===== src/rtl/core/hdu_pkg.sv =====
// ----------------------------------------------------------------------------
// hdu_pkg
// Shared types and constants for the half-duplex 8N1 serial port.
// ----------------------------------------------------------------------------
`default_nettype none

package hdu_pkg;

   // Configuration register file
   localparam int unsigned CSR_INDEX_W = 1;
   localparam int unsigned CSR_DATA_W  = 16;

   typedef logic [CSR_INDEX_W-1:0] csr_index_type;
   typedef logic [CSR_DATA_W-1:0]  csr_data_type;

   localparam csr_index_type CSR_BIT_TICKS          = 1'b0;
   localparam csr_index_type CSR_FIRST_SAMPLE_TICKS = 1'b1;

   localparam csr_data_type BIT_TICKS_RESET          = 16'd104;
   localparam csr_data_type FIRST_SAMPLE_TICKS_RESET = 16'd156;

   // Frame layout: eight data bits, then the stop slot
   typedef logic [3:0] bit_count_type;
   localparam bit_count_type DATA_BITS = 4'd8;
   localparam bit_count_type STOP_SLOT = 4'd9;

   typedef logic [15:0] tick_type;

   // Port mode
   typedef enum logic [2:0] {
      MODE_IDLE = 3'b001,
      MODE_TX   = 3'b010,
      MODE_RX   = 3'b100
   } mode_type;

   // One request: one line tick
   typedef struct packed {
      logic       cmd;
      logic       line_in;
      logic [7:0] tx_byte;
   } req_type;

   // One result: port status after the tick
   typedef struct packed {
      logic       line_out;
      logic       line_drive;
      logic       tx_busy;
      logic       rx_busy;
      logic       rx_valid;
      logic [7:0] rx_byte;
   } rsp_type;

endpackage

`default_nettype wire


===== src/rtl/core/hdu_if.sv =====
// ----------------------------------------------------------------------------
// hdu_req_if / hdu_rsp_if
// Valid/ready channels for line tick requests and port status results.
// ----------------------------------------------------------------------------
`default_nettype none

interface hdu_req_if;
   logic       valid;
   logic       ready;
   logic       cmd;
   logic       line_in;
   logic [7:0] tx_byte;

   modport source (output valid, output cmd, output line_in, output tx_byte, input ready);
   modport sink   (input valid, input cmd, input line_in, input tx_byte, output ready);
endinterface

interface hdu_rsp_if;
   logic       valid;
   logic       ready;
   logic       line_out;
   logic       line_drive;
   logic       tx_busy;
   logic       rx_busy;
   logic       rx_valid;
   logic [7:0] rx_byte;

   modport source (output valid, output line_out, output line_drive, output tx_busy,
                   output rx_busy, output rx_valid, output rx_byte, input ready);
   modport sink   (input valid, input line_out, input line_drive, input tx_busy,
                   input rx_busy, input rx_valid, input rx_byte, output ready);
endinterface

`default_nettype wire


===== src/rtl/core/hdu_in_reg.sv =====
// ----------------------------------------------------------------------------
// hdu_in_reg
// Input register: captures one request and holds it until the step logic
// consumes it.
// ----------------------------------------------------------------------------
`default_nettype none

module hdu_in_reg (
   input  wire logic            clock,
   input  wire logic            reset,
   input  wire logic            in_valid,
   output logic                 in_ready,
   input  wire hdu_pkg::req_type in_data,
   output logic                 out_valid,
   input  wire logic            out_take,
   output hdu_pkg::req_type     out_data
);

   logic             valid_ff, valid_in;
   hdu_pkg::req_type data_ff;
   logic             accept;

   // Free when empty or when the held request leaves this cycle
   assign in_ready = !valid_ff || out_take;
   assign accept   = in_valid && in_ready;

   always_comb begin
      if (accept) begin
         valid_in = 1'b1;
      end else if (out_take) begin
         valid_in = 1'b0;
      end else begin
         valid_in = valid_ff;
      end
   end

   always_ff @(posedge clock) begin
      if (reset) begin
         valid_ff <= 1'b0;
      end else begin
         valid_ff <= valid_in;
      end
   end

   // Load payload on accept
   always_ff @(posedge clock) begin
      if (accept) begin
         data_ff <= in_data;
      end
   end

   assign out_valid = valid_ff;
   assign out_data  = data_ff;

endmodule

`default_nettype wire


===== src/rtl/core/hdu_step.sv =====
// ----------------------------------------------------------------------------
// hdu_step
// Port state and configuration registers; advances the transmitter or
// receiver by one tick per request and forms the status result.
// ----------------------------------------------------------------------------
`default_nettype none

module hdu_step (
   input  wire logic                  clock,
   input  wire logic                  reset,
   input  wire logic                  csr_we,
   input  wire hdu_pkg::csr_index_type csr_index,
   input  wire hdu_pkg::csr_data_type  csr_wdata,
   input  wire logic                  step_fire,
   input  wire hdu_pkg::req_type       step_req,
   output hdu_pkg::rsp_type            step_rsp
);

   hdu_pkg::csr_data_type  bit_ticks_ff, first_sample_ticks_ff;
   hdu_pkg::mode_type      mode_ff, mode_in;
   hdu_pkg::tick_type      tick_count_ff, tick_count_in;
   hdu_pkg::bit_count_type bit_count_ff, bit_count_in;
   logic [7:0]             send_shift_ff, send_shift_in;
   logic [7:0]             receive_shift_ff, receive_shift_in;
   logic                   drive_level_ff, drive_level_in;

   hdu_pkg::tick_type      tick_inc;
   hdu_pkg::tick_type      bit_period;
   hdu_pkg::tick_type      first_period;
   hdu_pkg::tick_type      rx_target;
   logic                   rx_valid;
   logic                   tx_now;

   // Configuration writes
   always_ff @(posedge clock) begin
      if (reset) begin
         bit_ticks_ff          <= hdu_pkg::BIT_TICKS_RESET;
         first_sample_ticks_ff <= hdu_pkg::FIRST_SAMPLE_TICKS_RESET;
      end else if (csr_we) begin
         case (csr_index)
            hdu_pkg::CSR_BIT_TICKS:          bit_ticks_ff          <= csr_wdata;
            hdu_pkg::CSR_FIRST_SAMPLE_TICKS: first_sample_ticks_ff <= csr_wdata;
            default: ;
         endcase
      end
   end

   // A period of zero behaves as one tick
   assign bit_period   = (bit_ticks_ff == '0) ? 16'd1 : bit_ticks_ff;
   assign first_period = (first_sample_ticks_ff == '0) ? 16'd1 : first_sample_ticks_ff;
   assign rx_target    = (bit_count_ff == '0) ? first_period : bit_period;
   assign tick_inc     = tick_count_ff + 16'd1;

   // Advance the port by one tick
   always_comb begin
      mode_in          = mode_ff;
      tick_count_in    = tick_count_ff;
      bit_count_in     = bit_count_ff;
      send_shift_in    = send_shift_ff;
      receive_shift_in = receive_shift_ff;
      drive_level_in   = drive_level_ff;
      rx_valid         = 1'b0;
      case (mode_ff)
         hdu_pkg::MODE_TX: begin
            if (tick_inc >= bit_period) begin
               tick_count_in = '0;
               if (bit_count_ff < hdu_pkg::DATA_BITS) begin
                  drive_level_in = send_shift_ff[0];
                  send_shift_in  = {1'b0, send_shift_ff[7:1]};
                  bit_count_in   = bit_count_ff + 4'd1;
               end else if (bit_count_ff == hdu_pkg::DATA_BITS) begin
                  drive_level_in = 1'b1;
                  bit_count_in   = hdu_pkg::STOP_SLOT;
               end else begin
                  drive_level_in = 1'b1;
                  bit_count_in   = '0;
                  mode_in        = hdu_pkg::MODE_IDLE;
               end
            end else begin
               tick_count_in = tick_inc;
            end
         end
         hdu_pkg::MODE_RX: begin
            if (tick_inc >= rx_target) begin
               tick_count_in = '0;
               if (bit_count_ff < hdu_pkg::DATA_BITS) begin
                  receive_shift_in = {step_req.line_in, receive_shift_ff[7:1]};
                  bit_count_in     = bit_count_ff + 4'd1;
               end else begin
                  rx_valid     = 1'b1;
                  bit_count_in = '0;
                  mode_in      = hdu_pkg::MODE_IDLE;
               end
            end else begin
               tick_count_in = tick_inc;
            end
         end
         default: begin
            // Idle: a send request wins over a start edge
            mode_in = hdu_pkg::MODE_IDLE;
            if (step_req.cmd) begin
               mode_in        = hdu_pkg::MODE_TX;
               send_shift_in  = step_req.tx_byte;
               drive_level_in = 1'b0;
               tick_count_in  = '0;
               bit_count_in   = '0;
            end else if (!step_req.line_in) begin
               mode_in       = hdu_pkg::MODE_RX;
               tick_count_in = '0;
               bit_count_in  = '0;
            end
         end
      endcase
   end

   // Status after the tick
   assign tx_now              = (mode_in == hdu_pkg::MODE_TX);
   assign step_rsp.line_out   = tx_now ? drive_level_in : 1'b1;
   assign step_rsp.line_drive = tx_now;
   assign step_rsp.tx_busy    = tx_now;
   assign step_rsp.rx_busy    = (mode_in == hdu_pkg::MODE_RX);
   assign step_rsp.rx_valid   = rx_valid;
   assign step_rsp.rx_byte    = rx_valid ? receive_shift_ff : 8'd0;

   // Commit state when a request is consumed
   always_ff @(posedge clock) begin
      if (reset) begin
         mode_ff          <= hdu_pkg::MODE_IDLE;
         tick_count_ff    <= '0;
         bit_count_ff     <= '0;
         send_shift_ff    <= '0;
         receive_shift_ff <= '0;
         drive_level_ff   <= 1'b1;
      end else if (step_fire) begin
         mode_ff          <= mode_in;
         tick_count_ff    <= tick_count_in;
         bit_count_ff     <= bit_count_in;
         send_shift_ff    <= send_shift_in;
         receive_shift_ff <= receive_shift_in;
         drive_level_ff   <= drive_level_in;
      end
   end

   // Counters stay inside the frame
   a_tx_bit_range: assert property (@(posedge clock) disable iff (reset)
      mode_ff == hdu_pkg::MODE_TX |-> bit_count_ff <= hdu_pkg::STOP_SLOT)
      else $error("transmit bit counter past stop slot");

   a_rx_bit_range: assert property (@(posedge clock) disable iff (reset)
      mode_ff == hdu_pkg::MODE_RX |-> bit_count_ff <= hdu_pkg::DATA_BITS)
      else $error("receive bit counter past last data bit");

   a_idle_clean: assert property (@(posedge clock) disable iff (reset)
      mode_ff == hdu_pkg::MODE_IDLE |-> bit_count_ff == '0 && tick_count_ff == '0)
      else $error("idle port with live counters");

   a_rx_done_src: assert property (@(posedge clock) disable iff (reset)
      step_fire && rx_valid |=> mode_ff == hdu_pkg::MODE_IDLE)
      else $error("receive completion did not return to idle");

endmodule

`default_nettype wire


===== src/rtl/core/hdu_out_reg.sv =====
// ----------------------------------------------------------------------------
// hdu_out_reg
// Result register: holds one status result until the consumer takes it.
// ----------------------------------------------------------------------------
`default_nettype none

module hdu_out_reg (
   input  wire logic            clock,
   input  wire logic            reset,
   input  wire logic            load,
   input  wire hdu_pkg::rsp_type load_data,
   output logic                 space,
   output logic                 out_valid,
   input  wire logic            out_ready,
   output hdu_pkg::rsp_type     out_data
);

   logic             valid_ff, valid_in;
   hdu_pkg::rsp_type data_ff;

   // Room when empty or when the held result is taken now
   assign space = !valid_ff || out_ready;

   always_comb begin
      if (load) begin
         valid_in = 1'b1;
      end else if (out_ready) begin
         valid_in = 1'b0;
      end else begin
         valid_in = valid_ff;
      end
   end

   always_ff @(posedge clock) begin
      if (reset) begin
         valid_ff <= 1'b0;
      end else begin
         valid_ff <= valid_in;
      end
   end

   always_ff @(posedge clock) begin
      if (load) begin
         data_ff <= load_data;
      end
   end

   assign out_valid = valid_ff;
   assign out_data  = data_ff;

endmodule

`default_nettype wire


===== src/rtl/core/half_duplex_uart_8n1.sv =====
// ----------------------------------------------------------------------------
// half_duplex_uart_8n1
// Half-duplex 8N1 serial port on one shared line, one line tick per request.
// ----------------------------------------------------------------------------
// Each request is one oversampling tick carrying the sampled line level and an
// optional byte to send (taken only when the port is idle); each request gives
// exactly one result with the line drive and status after that tick. A request
// is taken when the input register is empty or its held request moves on; it
// passes through the input register, then the combinational state update, into
// the result register; one request per clock is sustained unless the result
// side stalls, and such stalls hold the request side without losing ticks. Write
// bit_ticks and first_sample_ticks only while no request is in flight; a new
// value takes effect at once, even in the middle of a frame.
`default_nettype none

module half_duplex_uart_8n1 (
   input  wire logic                   clock,
   input  wire logic                   reset,
   hdu_req_if.sink                     req,
   hdu_rsp_if.source                   rsp,
   input  wire logic                   csr_we,
   input  wire hdu_pkg::csr_index_type csr_index,
   input  wire hdu_pkg::csr_data_type  csr_wdata
);

   hdu_pkg::req_type req_data, held_req;
   hdu_pkg::rsp_type step_rsp, out_rsp;
   logic             held_valid;
   logic             out_space;
   logic             advance;

   assign req_data.cmd     = req.cmd;
   assign req_data.line_in = req.line_in;
   assign req_data.tx_byte = req.tx_byte;

   // Move a held request through the step when the result register has room
   assign advance = held_valid && out_space;

   hdu_in_reg u_in_reg (
      .clock     (clock),
      .reset     (reset),
      .in_valid  (req.valid),
      .in_ready  (req.ready),
      .in_data   (req_data),
      .out_valid (held_valid),
      .out_take  (advance),
      .out_data  (held_req)
   );

   hdu_step u_step (
      .clock     (clock),
      .reset     (reset),
      .csr_we    (csr_we),
      .csr_index (csr_index),
      .csr_wdata (csr_wdata),
      .step_fire (advance),
      .step_req  (held_req),
      .step_rsp  (step_rsp)
   );

   hdu_out_reg u_out_reg (
      .clock     (clock),
      .reset     (reset),
      .load      (advance),
      .load_data (step_rsp),
      .space     (out_space),
      .out_valid (rsp.valid),
      .out_ready (rsp.ready),
      .out_data  (out_rsp)
   );

   assign rsp.line_out   = out_rsp.line_out;
   assign rsp.line_drive = out_rsp.line_drive;
   assign rsp.tx_busy    = out_rsp.tx_busy;
   assign rsp.rx_busy    = out_rsp.rx_busy;
   assign rsp.rx_valid   = out_rsp.rx_valid;
   assign rsp.rx_byte    = out_rsp.rx_byte;

endmodule

`default_nettype wire

===== src/flat_wrapper.sv =====
// flat-port wrapper written by rule: the top's interface ports become plain ports
module half_duplex_uart_8n1_flat 
  (clock, reset, csr_we, csr_index, csr_wdata, req_valid, req_cmd, req_line_in, req_tx_byte, req_ready, rsp_valid, rsp_line_out, rsp_line_drive, rsp_tx_busy, rsp_rx_busy, rsp_rx_valid, rsp_rx_byte, rsp_ready);
  hdu_req_if req_i ();
  hdu_rsp_if rsp_i ();
  input  wire logic clock;
  input  wire logic reset;
  input  wire logic csr_we;
  input  wire hdu_pkg::csr_index_type csr_index;
  input  wire hdu_pkg::csr_data_type csr_wdata;
  input wire logic [$bits(req_i.valid)-1:0] req_valid;
  input wire logic [$bits(req_i.cmd)-1:0] req_cmd;
  input wire logic [$bits(req_i.line_in)-1:0] req_line_in;
  input wire logic [$bits(req_i.tx_byte)-1:0] req_tx_byte;
  output wire logic [$bits(req_i.ready)-1:0] req_ready;
  output wire logic [$bits(rsp_i.valid)-1:0] rsp_valid;
  output wire logic [$bits(rsp_i.line_out)-1:0] rsp_line_out;
  output wire logic [$bits(rsp_i.line_drive)-1:0] rsp_line_drive;
  output wire logic [$bits(rsp_i.tx_busy)-1:0] rsp_tx_busy;
  output wire logic [$bits(rsp_i.rx_busy)-1:0] rsp_rx_busy;
  output wire logic [$bits(rsp_i.rx_valid)-1:0] rsp_rx_valid;
  output wire logic [$bits(rsp_i.rx_byte)-1:0] rsp_rx_byte;
  input wire logic [$bits(rsp_i.ready)-1:0] rsp_ready;
  assign req_i.valid = req_valid;
  assign req_i.cmd = req_cmd;
  assign req_i.line_in = req_line_in;
  assign req_i.tx_byte = req_tx_byte;
  assign req_ready = req_i.ready;
  assign rsp_valid = rsp_i.valid;
  assign rsp_line_out = rsp_i.line_out;
  assign rsp_line_drive = rsp_i.line_drive;
  assign rsp_tx_busy = rsp_i.tx_busy;
  assign rsp_rx_busy = rsp_i.rx_busy;
  assign rsp_rx_valid = rsp_i.rx_valid;
  assign rsp_rx_byte = rsp_i.rx_byte;
  assign rsp_i.ready = rsp_ready;
  half_duplex_uart_8n1 u_core (.clock(clock), .reset(reset), .req(req_i), .rsp(rsp_i), .csr_we(csr_we), .csr_index(csr_index), .csr_wdata(csr_wdata));
endmodule

===== config.mk =====
export PLATFORM = sky130hd
export DESIGN_NAME = half_duplex_uart_8n1_flat
export DESIGN_NICKNAME = d
export VERILOG_FILES = /design/src/rtl/core/hdu_pkg.sv /design/src/rtl/core/hdu_if.sv /design/src/rtl/core/hdu_in_reg.sv /design/src/rtl/core/hdu_step.sv /design/src/rtl/core/hdu_out_reg.sv /design/src/rtl/core/half_duplex_uart_8n1.sv /design/src/flat_wrapper.sv
export SDC_FILE = /design/constraint.sdc
export NUM_CORES = 1
export LEC_CHECK = 0
export CORE_ASPECT_RATIO = 1.2
export CORE_MARGIN = 3
export CORE_UTILIZATION = 30
export CTS_BUF_LIST = sky130_fd_sc_hd__clkbuf_16
export CTS_CLUSTER_SIZE = 25
export DETAILED_ROUTE_END_ITERATION = 7
export DONT_BUFFER_PORTS = 1
export PLACE_DENSITY = 0.43
export SLEW_MARGIN = 20
export SYNTH_ARGS = -nofsm -noshare
export SYNTH_HDL_FRONTEND = slang
export SYNTH_HIERARCHICAL = 1
export SYNTH_SLANG_ARGS = --single-unit
export TNS_END_PERCENT = 100

===== constraint.sdc =====
create_clock -name clock -period 3.55 [get_ports clock]
set_clock_uncertainty 0.2 [all_clocks]
set_input_delay 0.1775 -clock clock [delete_from_list [all_inputs] [get_ports clock]]
set_output_delay 0.1775 -clock clock [all_outputs]
set_load 0.01 [all_outputs]

* Word-level counts from Yosys, hierarchy flattened
Index checks and enable logic that the tools add are counted.
** Word-level totals
- Register bits :: 96
- Output and inout bits :: 15
** Cells by class
- Add/sub/neg operators :: 2
- Order comparisons :: 3
- Equal/unequal tests :: 9
- Muxes and demuxes :: 39
- Bitwise gates (word level) :: 2
- Reductions and logical operators :: 18
** Operator list (number)
- two-way mux 16 bit :: 7
- >= comparator 16 bit :: 2
- zero test 16 bit :: 2
- one-hot mux 16 bit (2 select lines) :: 1
- two-way mux 4 bit :: 7
- two-way mux 8 bit :: 3
- two-way mux 3 bit :: 7
- adder 16 x 1 -> 16 bit (second input constant) :: 1
- one-hot mux 8 bit (2 select lines) :: 1
- two-way mux 1 bit :: 10
- one-hot mux 4 bit (2 select lines) :: 1
- AND reduction 4 bit :: 2
- == test 3 x 2 -> 1 bit (second input constant) :: 2
- == test 3 bit (second input constant) :: 2
- inequality test 2 bit (second input constant) :: 3
- one-hot mux 3 bit (2 select lines) :: 1
- AND reduction 2 bit :: 3
- nonzero test 2 bit :: 3
- AND reduction 5 bit :: 1
- adder 4 x 1 -> 4 bit (second input constant) :: 1
- == test 4 bit (second input constant) :: 1
- zero test 4 bit :: 1
- less-than comparator 4 bit (second input constant) :: 1
- inequality test 4 x 3 -> 1 bit (second input constant) :: 1
- other kinds (5) :: 9

* Depth between registers and ports, before layout
Gate-level depths: netlist (run 1).
- Depth in word-level cells :: 7
- Mapped depth :: 16

* Modules after synthesis
Netlist (run 1), hierarchy kept.
** Modules (own cells, without submodules)
- hdu_step :: times used 1, cells an instance 520, area each 4304.1 um2, sequential area each 1441.4 um2
- hdu_out_reg :: times used 1, cells an instance 17, area each 436.7 um2, sequential area each 410.4 um2
- hdu_in_reg :: times used 1, cells an instance 15, area each 355.3 um2, sequential area each 320.3 um2
- half_duplex_uart_8n1 :: times used 1, cells an instance 1, area each 6.3 um2, sequential area each 0.0 um2

* Worst setup path after synthesis (run 1)
Ideal clock, no wire load.
- Kind :: register to register
- From :: register u_core.u_step.bit_count_ff[0]
- To :: register u_core.u_step.tick_count_ff[10]
- Library setup time :: 0.132 ns
- Data arrival time :: 3.574 ns
- Data required time :: 3.218 ns
- Setup slack :: -0.357 ns
- Stages on the path, launching flop included :: 16
- Clock period less this slack :: 3.907 ns
- Cells stage by stage :: dfxtp_1 -> inv_1 -> ha_1 -> nand2b_1 -> nor2_1 -> clkbuf_1 -> mux2i_1 -> ha_1 -> nand4_1 -> a211o_1 -> or4_4 -> and3_1 -> buf_2 -> buf_2 -> o2111ai_1 -> a21oi_1
** On the way
- Cells in the longest elaborated chain, start to end :: 5
** RTL lines
- from (decl) :: line hdu_step.sv:22 : hdu_pkg::bit_count_type bit_count_ff, bit_count_in;
- from (signal assigned) :: line hdu_step.sv:137 : bit_count_ff <= bit_count_in;
- zero test 4 bit :: line hdu_step.sv:51 : assign rx_target = (bit_count_ff == '0) ? first_period : bit_period;
- two-way mux 16 bit :: line hdu_step.sv:51
- >= comparator 16 bit :: line hdu_step.sv:84 : if (tick_inc >= rx_target) begin
- two-way mux 16 bit :: line hdu_step.sv:84
- one-hot mux 16 bit (2 select lines) :: line hdu_step.sv:63 : case (mode_ff)
- to (signal assigned) :: line hdu_step.sv:136 : tick_count_ff <= tick_count_in;
- to (decl) :: line hdu_step.sv:21 : hdu_pkg::tick_type tick_count_ff, tick_count_in;
Every way passes these cells.
A chain may end at the register's enable or synchronous reset.

* Worst setup path in the final report (run 1)
- From :: register u_core.u_step.tick_count_ff[9]
- To :: register u_core.u_step.bit_count_ff[0]
** On the way
- Cells in the longest elaborated chain, start to end :: 4
- Elaborated cells between the ends (all ways) :: 6
- Those cells by class :: add/sub: 1; order compare: 2; eq/ne: 2; reduce/logical: 1
** RTL lines
- adder 16 x 1 -> 16 bit (*) :: line hdu_step.sv:52 : assign tick_inc = tick_count_ff + 16'd1;
- >= comparator 16 bit (on tied branches) :: line hdu_step.sv:84, hdu_step.sv:65
- inequality test 2 bit (no line)
- AND reduction 4 bit (no line) (*)
Every way passes the cells marked *; elsewhere a longest branch is shown, timed or not.

==> metrics.txt, run 1 <==
Cell variety after synth 56; WHS 0.0186 ns; RSZ-0062 raised after global routing true; final hold violation count 0; Reg clk slew, reported paths 0.07 ns; fillers 1684; vias in the first global route 4487; Mapped Avg Cell Area 9.23 um2; antenna viol nets, final 0; worst skew pair latency 0.35 ns; synthesis-stage register bit count 97; Leakage 0.00271 uW; Worst path max stage delay 0.46 ns; Post-Route WL 13.6 mm; Post-DP HPWL 9.91 mm; vias per std cell 4.95; global route overflow 0; Initial Utilization 0.310; Global Route Usage Sum 0.148; Mapped Area 0.00510 mm2; Crit. End Element flop; worst reg2reg path depth 14; R2R Setup Slk 0.09 ns; Max FO, Critical Path 17; slowest stage cell, crit path or4_4; critical path cell sequence nand4_1 > nor2_2 > and3_4 > nand3_1 > xnor2_1 > buf_4 > ha_1 > and4_4 > nand4_1 > or4_4 > and4_4 > buf_12 > nor3_4 > mux2i_1; Synth Instances 553; initial antenna violation count 1; worst r2r dst u_core/u_step/bit_count_ff[0]$_SDFFE_PP0P_; sequential cell area fraction in the yosys report 0.426; top cell family by delay on the critical path simple AND/OR/NAND/NOR gates; per-cell routed wire length 15.8 um; Syn. warnings 6; Synth top area share 0.290; Synth area leaders dfxtp_1 (29%), edfxtp_1 (14%), ha_1 (8.6%); Critical Path Start u_core/u_step/tick_count_ff[9]$_SDFFE_PP0P_; Die Ht 149 um; Port Buf Inserts 0; FFs w/ async S/R, synth 0; critical path class reg2reg; nets@finish 707; CORE AREA 0.0165 mm2; DR vias 4240; area of the multi-input gates 0.00286 mm2; H-tree depth 3; Finish-stage setup viols 0; Worst Hold Path EP u_core/u_step/first_sample_ticks_ff[7]$_SDFFE_PP1P_; fin crit period 3.46 ns; Top FF cell, synth dfxtp_1; CTS tree done; Placer Congestion 0.858; Cell Rows 51; pwr/cell area 367 mW/mm2; area grow syn2layout 30.5%; WP data required 3.63 ns; Power Total 2440 uW; clock sink count 97; IO Pins 47; Fmax 289 MHz; CTS Buf Count 9; layout cells sized above 1 0.211; Worst Max-Slew Pin Slew 0.554 ns; Startpoint Class flop; Hold WC Path Type in2reg; DRC viols 0; EDFF count, synth 23; DRT iter0 DRCs 122; largest net degree at the start of global routing 64; Rel. slew slack 0.621; register area 0.00218 mm2; final period utilization 0.974; Bufs on Longest Clock Path 2; Horiz. Die Dim 125 um; Slew Limit Fails 0; r2r startpoint u_core/u_step/tick_count_ff[9]$_SDFFE_PP0P_; syn nets 620; Root Buffer Master clkbuf_16; Inserted Diodes 0; post-synth top area cell dfxtp_1; final core occ 0.404; status completed; Worst Hold Depth 2; Buf/Inv on CP 2; Arrival @ worst endpoint 3.54 ns; Pre-antenna DRT Iters 5; die area 0.0186 mm2; hold wc startpoint reset; Peak supply drop 0.206 mV; first-pass GRT wire length 22.1 mm; max-cap violations 0
==> metal layers <==
layer	vias up	global-route usage	part of all wire
met5	-	0	0
met4	0	0.0515	0.016
met3	13	0.0261	0.024
met2	55	0.272	0.52
met1	2012	0.174	0.45
li1	2160	-	-
==> worst register-to-register path: cells and delay by family (launching register included) <==
kind / cells / cell delay, ns
DFF: 1 / 0.33
muxes: 1 / 0.22
adders and majority gates: 1 / 0.29
xor gates and xnor gates: 1 / 0.14
buffers and inverters: 2 / 0.29
and+or+nand+nor: 9 / 1.93
==> registers in the layout, indices dropped and copies added (netlist names) <==
signal / count
u_core/u_step/receive_shift_ff: 8
u_core/u_step/bit_ticks_ff: 16
u_core/u_out_reg/out_data: 13
u_core/u_step/first_sample_ticks_ff: 16
u_core/u_step/mode_ff: 3
u_core/u_in_reg/out_data: 10
u_core/u_step/drive_level_ff: 1
u_core/u_in_reg/out_valid: 1
u_core/u_step/tick_count_ff: 16
u_core/u_out_reg/out_valid: 1
u_core/u_step/send_shift_ff: 8
u_core/u_step/bit_count_ff: 4
==> Yosys cell counts, types with 2 or more instances <==
master,number
or4_4,2
a21oi_2,2
and3_1,6
buf_2,6
nand2_1,96
nor2_1,24
nor3_1,4
or2_2,2
clkbuf_1,20
buf_1,2
nor3b_1,2
o211ai_1,4
xnor2_1,10
dfxtp_1,74
a2111oi_0,2
or3_1,2
o21ai_0,10
o2111ai_1,13
ha_1,35
a21oi_1,59
edfxtp_1,23
and2_1,13
nand2b_1,5
a311oi_1,9
a21o_1,2
nand3_1,16
nand2b_4,2
nor2b_1,2
xor2_1,6
a32o_1,3
mux2i_1,33
and4_1,3
inv_1,24
nand4_1,8
nor4_1,6
buf_4,3
==> area by class of cell <==
type,instances,area share
Timing Repair Buffer,108,0.147
Sequential cell,97,0.327
Inverter,24,0.0135
Clock buffer,9,0.0338
Tap cell,212,0.0398
Multi-Input combinational cell,400,0.429
Clock inverter,7,0.00958
==> power breakdown <==
group | internal (uW) | total (uW) | switching [uW]
Combinational | 115 | 255 | 141
Sequential | 1180 | 1220 | 37.0
Clock | 541 | 970 | 429
Total | 1840 | 2440 | 606
==> worst max path at each step <==
stage | endpoint | slack, ns | depth (start not counted)
finish | u_core/u_step/bit_count_ff[0]$_SDFFE_PP0P_ | 0.09 | 14
global route | u_core/u_step/bit_count_ff[0]$_SDFFE_PP0P_ | -0.05 | 12
CTS | u_core/u_out_reg/out_data[0]$_DFFE_PP_ | 0.008 | 15
detailed placement | u_core/u_step/bit_count_ff[0]$_SDFFE_PP0P_ | -0.18 | 13
global placement | u_core/u_step/bit_count_ff[0]$_SDFFE_PP0P_ | -0.05 | 13
floorplan | u_core/u_step/tick_count_ff[10]$_SDFFE_PP0P_ | 0.09 | 15
==> repair_timing <==
item                                    in CTS  in global routing
pin swaps                                    6                 10
endpoints found under the hold margin       90                  0
setup buffers                                3                  3
hold buffers                                35                  0
endpoints found under the setup margin      38                 49
resized for setup                            4                 32
==> stage by stage <==
stage / setup slack [ns] / setup TNS [ns] / std cells / cell area (um2)
after CTS: 0.00763 / 0 / 854 / 6490
after detailed placement: -0.179 / -1.55 / 800 / 5790
final: 0.0922 / 0 / 857 / 6660
after global placement: -0.0495 / -0.121 / 800 / 5790
after floorplan: 0.0947 / 0 / 553 / 5110
after global routing: -0.0520 / -0.157 / 857 / 6660
==> cell usage in the layout (no fill, tap or decap), types with 3 or more instances in the layout <==
cell and instances:
ha_1 34, a21oi_2 3, nor2_1 21, inv_1 26
xor2_1 3, buf_12 5, edfxtp_1 23, nand2b_1 5
mux2i_1 30, clkbuf_16 9, a32o_1 3, o21ai_0 10
xnor2_1 5, dfxtp_1 69, nor4_1 6, and4_4 3
xnor2_2 5, dlygate4sd3_1 34, and2_1 13, a21oi_1 58
nand3_1 15, buf_4 68, o2111ai_1 12, a311oi_1 9
o211ai_1 4, nand2_1 95, and3_4 3, nand4_1 8
dfxtp_2 5
==> cell families (layout without fill, tap and decap cells) <==
logic type      count (synthesis)  count (layout)  synth area share
mux                            33              33            0.0647
simple gates                  199             199             0.194
compound gates                117             117             0.155
flops                          97              97             0.426
buf+inv                        56             148            0.0463
fa+ha+maj                      35              35            0.0858
xor+xnor                       16              16            0.0275
Power figures use the tool's default switching activity.
==> inputs of run 2 (changes only) <==
- PLACE_DENSITY: 0.43 -> 0.42
- REMOVE_ABC_BUFFERS: default -> 1
- clock period: 3.55 -> 4.2 ns (I/O delays scaled with it)
==> metrics.txt, run 2 (same netlist as run 1, synthesis figures left out) <==
status finished, violations left; failing checks hold timing; CTS Buf Count 9 (unchanged); most frequent cells in the layout nand2_1 (96), dfxtp_1 (74), a21oi_1 (59); Power Internal 1470 uW (-20%); Port Buf Inserts 0 (unchanged); WHS -0.00413 ns (-0.0227 ns); H-tree depth 3 (unchanged); Initial Utilization 0.310 (unchanged); clock power share 0.384 (-0.013); largest net degree at the start of global routing 63 (-1.6%); Root Buffer Master clkbuf_16; critical path class reg2reg; final period utilization 0.915 (-0.0590); Fmax 260 MHz (-10%); sequential power share 0.521 (+0.023); area grow syn2layout 15.7%; setup repair bufs after CTS 0 (-3); TNS Setup 0 ns (unchanged); Sw Share 0.256 (+0.00806); Slew Limit Fails 0 (unchanged); most common cell after layout, fill and taps aside nand2_1; top cell family by delay on the critical path simple AND/OR/NAND/NOR gates; Rel. slew slack 0.382 (-0.240); DRT iter0 DRCs 225 (+84%); IO Pins 47 (unchanged); RSZ-0062 raised after global routing false; critical path cell sequence nand3_1 > or2_2 > nor3_1 > xnor2_1 > ha_1 > and2_1 > nand4_1 > or4_4 > and4_2 > nor3_4 > mux2i_1; DRC viols 0 (unchanged); antenna viol nets, final 0 (unchanged); Leakage 0.00230 uW (-15%); Inst Count DP 741 (-7.4%); Worst Max-Slew Pin Slew 0.928 ns (+0.374 ns); Max FO, Critical Path 17 (unchanged); Post-Route WL 12.9 mm (-5.0%); global route overflow 0 (unchanged); DR vias 3977 (-6.2%); Placer Congestion 0.780 (-9.1%); Peak supply drop 0.187 mV (-8.9%); Pre-antenna DRT Iters 4 (-1); WP data required 4.27 ns (+0.64 ns); Finish-stage setup viols 0 (unchanged); Global Route Usage Sum 0.144 (-0.00438); Cell Rows 51 (unchanged); Final Non-Filler Cells 788 (-8.1%); vias in the first global route 4013 (-11%); Bufs on Longest Clock Path 2 (unchanged); Die Ht 149 um (unchanged); Power Total 1980 uW (-19%); final worst slack 0.357 ns (+0.265 ns); Startpoint Class flop; Worst path max stage delay 0.56 ns (+0.10 ns); nets@finish 638 (-9.8%); Reg clk slew, reported paths 0.07 ns (about the same); final hold violation count 2 (+2); switching power 507 uW (-16%); CTS tree done; Inserted Diodes 0 (unchanged); fin crit period 3.84 ns (+0.385 ns); Crit. End Element flop; Comb power frac 0.096 (-0.008); pwr/cell area 335 mW/mm2 (-8.7%); clock sink count 97 (unchanged); per-cell routed wire length 16.4 um (+3.3%); worst skew pair latency 0.35 ns (about the same); Buf/Inv on CP 0 (-2); Post-DP HPWL 8.97 mm (-9.4%); slowest stage cell, crit path or4_4; Arrival @ worst endpoint 3.92 ns (+0.38 ns); biggest regs u_core/u_step/bit_ticks_ff x16, u_core/u_step/first_sample_ticks_ff x16, u_core/u_step/tick_count_ff x16; Horiz. Die Dim 125 um (unchanged); vias per std cell 5.05 (+2.0%); first-pass GRT wire length 21.2 mm (-3.8%); layout cells sized above 1 0.0764 (-0.134); max-cap violations 0 (unchanged); post-place setup slack 0.110 ns (+0.289 ns); Hold WC Path Type in2reg; CORE AREA 0.0165 mm2 (unchanged); final core occ 0.359 (-0.0458); initial antenna violation count 0 (-1); die area 0.0186 mm2 (unchanged)
## run 2: timing repair
item	in CTS	in global routing
endpoints found under the setup margin	0	20
endpoints found under the hold margin	79	0
resized for setup	0	5
hold buffers	31	0
## run 2: cell type report
class	instances	area (um2)
Tap cell	212	265
Inverter	24	90.1
Multi-Input combinational cell	400	2720
Sequential cell	97	2170
Clock inverter	7	41.3
Timing Repair Buffer	39	388
Fill cell	1681	10600
Clock buffer	9	225
## run 2: per-layer routing
metal | part of all wire | routed length [um] | up-vias | GRT usage
met4 | 0.020 | 259 | 0 | 0.0591
met2 | 0.49 | 6270 | 77 | 0.245
met5 | 0 | 0 | - | 0
li1 | - | - | 2031 | -
met3 | 0.037 | 482 | 14 | 0.0276
met1 | 0.46 | 5890 | 1855 | 0.179
## run 2: power by group through the flow
| stage | sequential (uW) | clock (uW) | combinational (uW) |
|---|---|---|---|
| 2_1_floorplan | 1040 | 0 | 111 |
| 3_3_place_gp | 1050 | 0 | 152 |
| 3_5_place_dp | 1050 | 0 | 153 |
| 4_1_cts | 1030 | 792 | 192 |
| 5_1_grt | 1040 | 835 | 212 |
| 6_report | 1030 | 759 | 189 |
## run 2: final timing paths
path | start | endpoint | slack, ns | depth (start not counted)
max reg2reg | u_core/u_step/tick_count_ff[0]$_SDFFE_PP0P_ | u_core/u_step/bit_count_ff[1]$_SDFFE_PP0P_ | 0.36 | 11
min | reset | u_core/u_step/first_sample_ticks_ff[14]$_SDFFE_PP0P_ | -0.004 | 2
min reg2reg | u_core/u_step/tick_count_ff[11]$_SDFFE_PP0P_ | u_core/u_step/tick_count_ff[11]$_SDFFE_PP0P_ | 0.26 | 2
max | u_core/u_step/tick_count_ff[0]$_SDFFE_PP0P_ | u_core/u_step/bit_count_ff[1]$_SDFFE_PP0P_ | 0.36 | 11
## run 2: metrics by stage
stage,area [um2],hold WS [ns]
final,5900,-0.00413
after global routing,5900,0.000567
after CTS,5880,0.00352
after detailed placement,5290,0.0886
after global placement,5290,0.0860
after floorplan,4960,0.0724
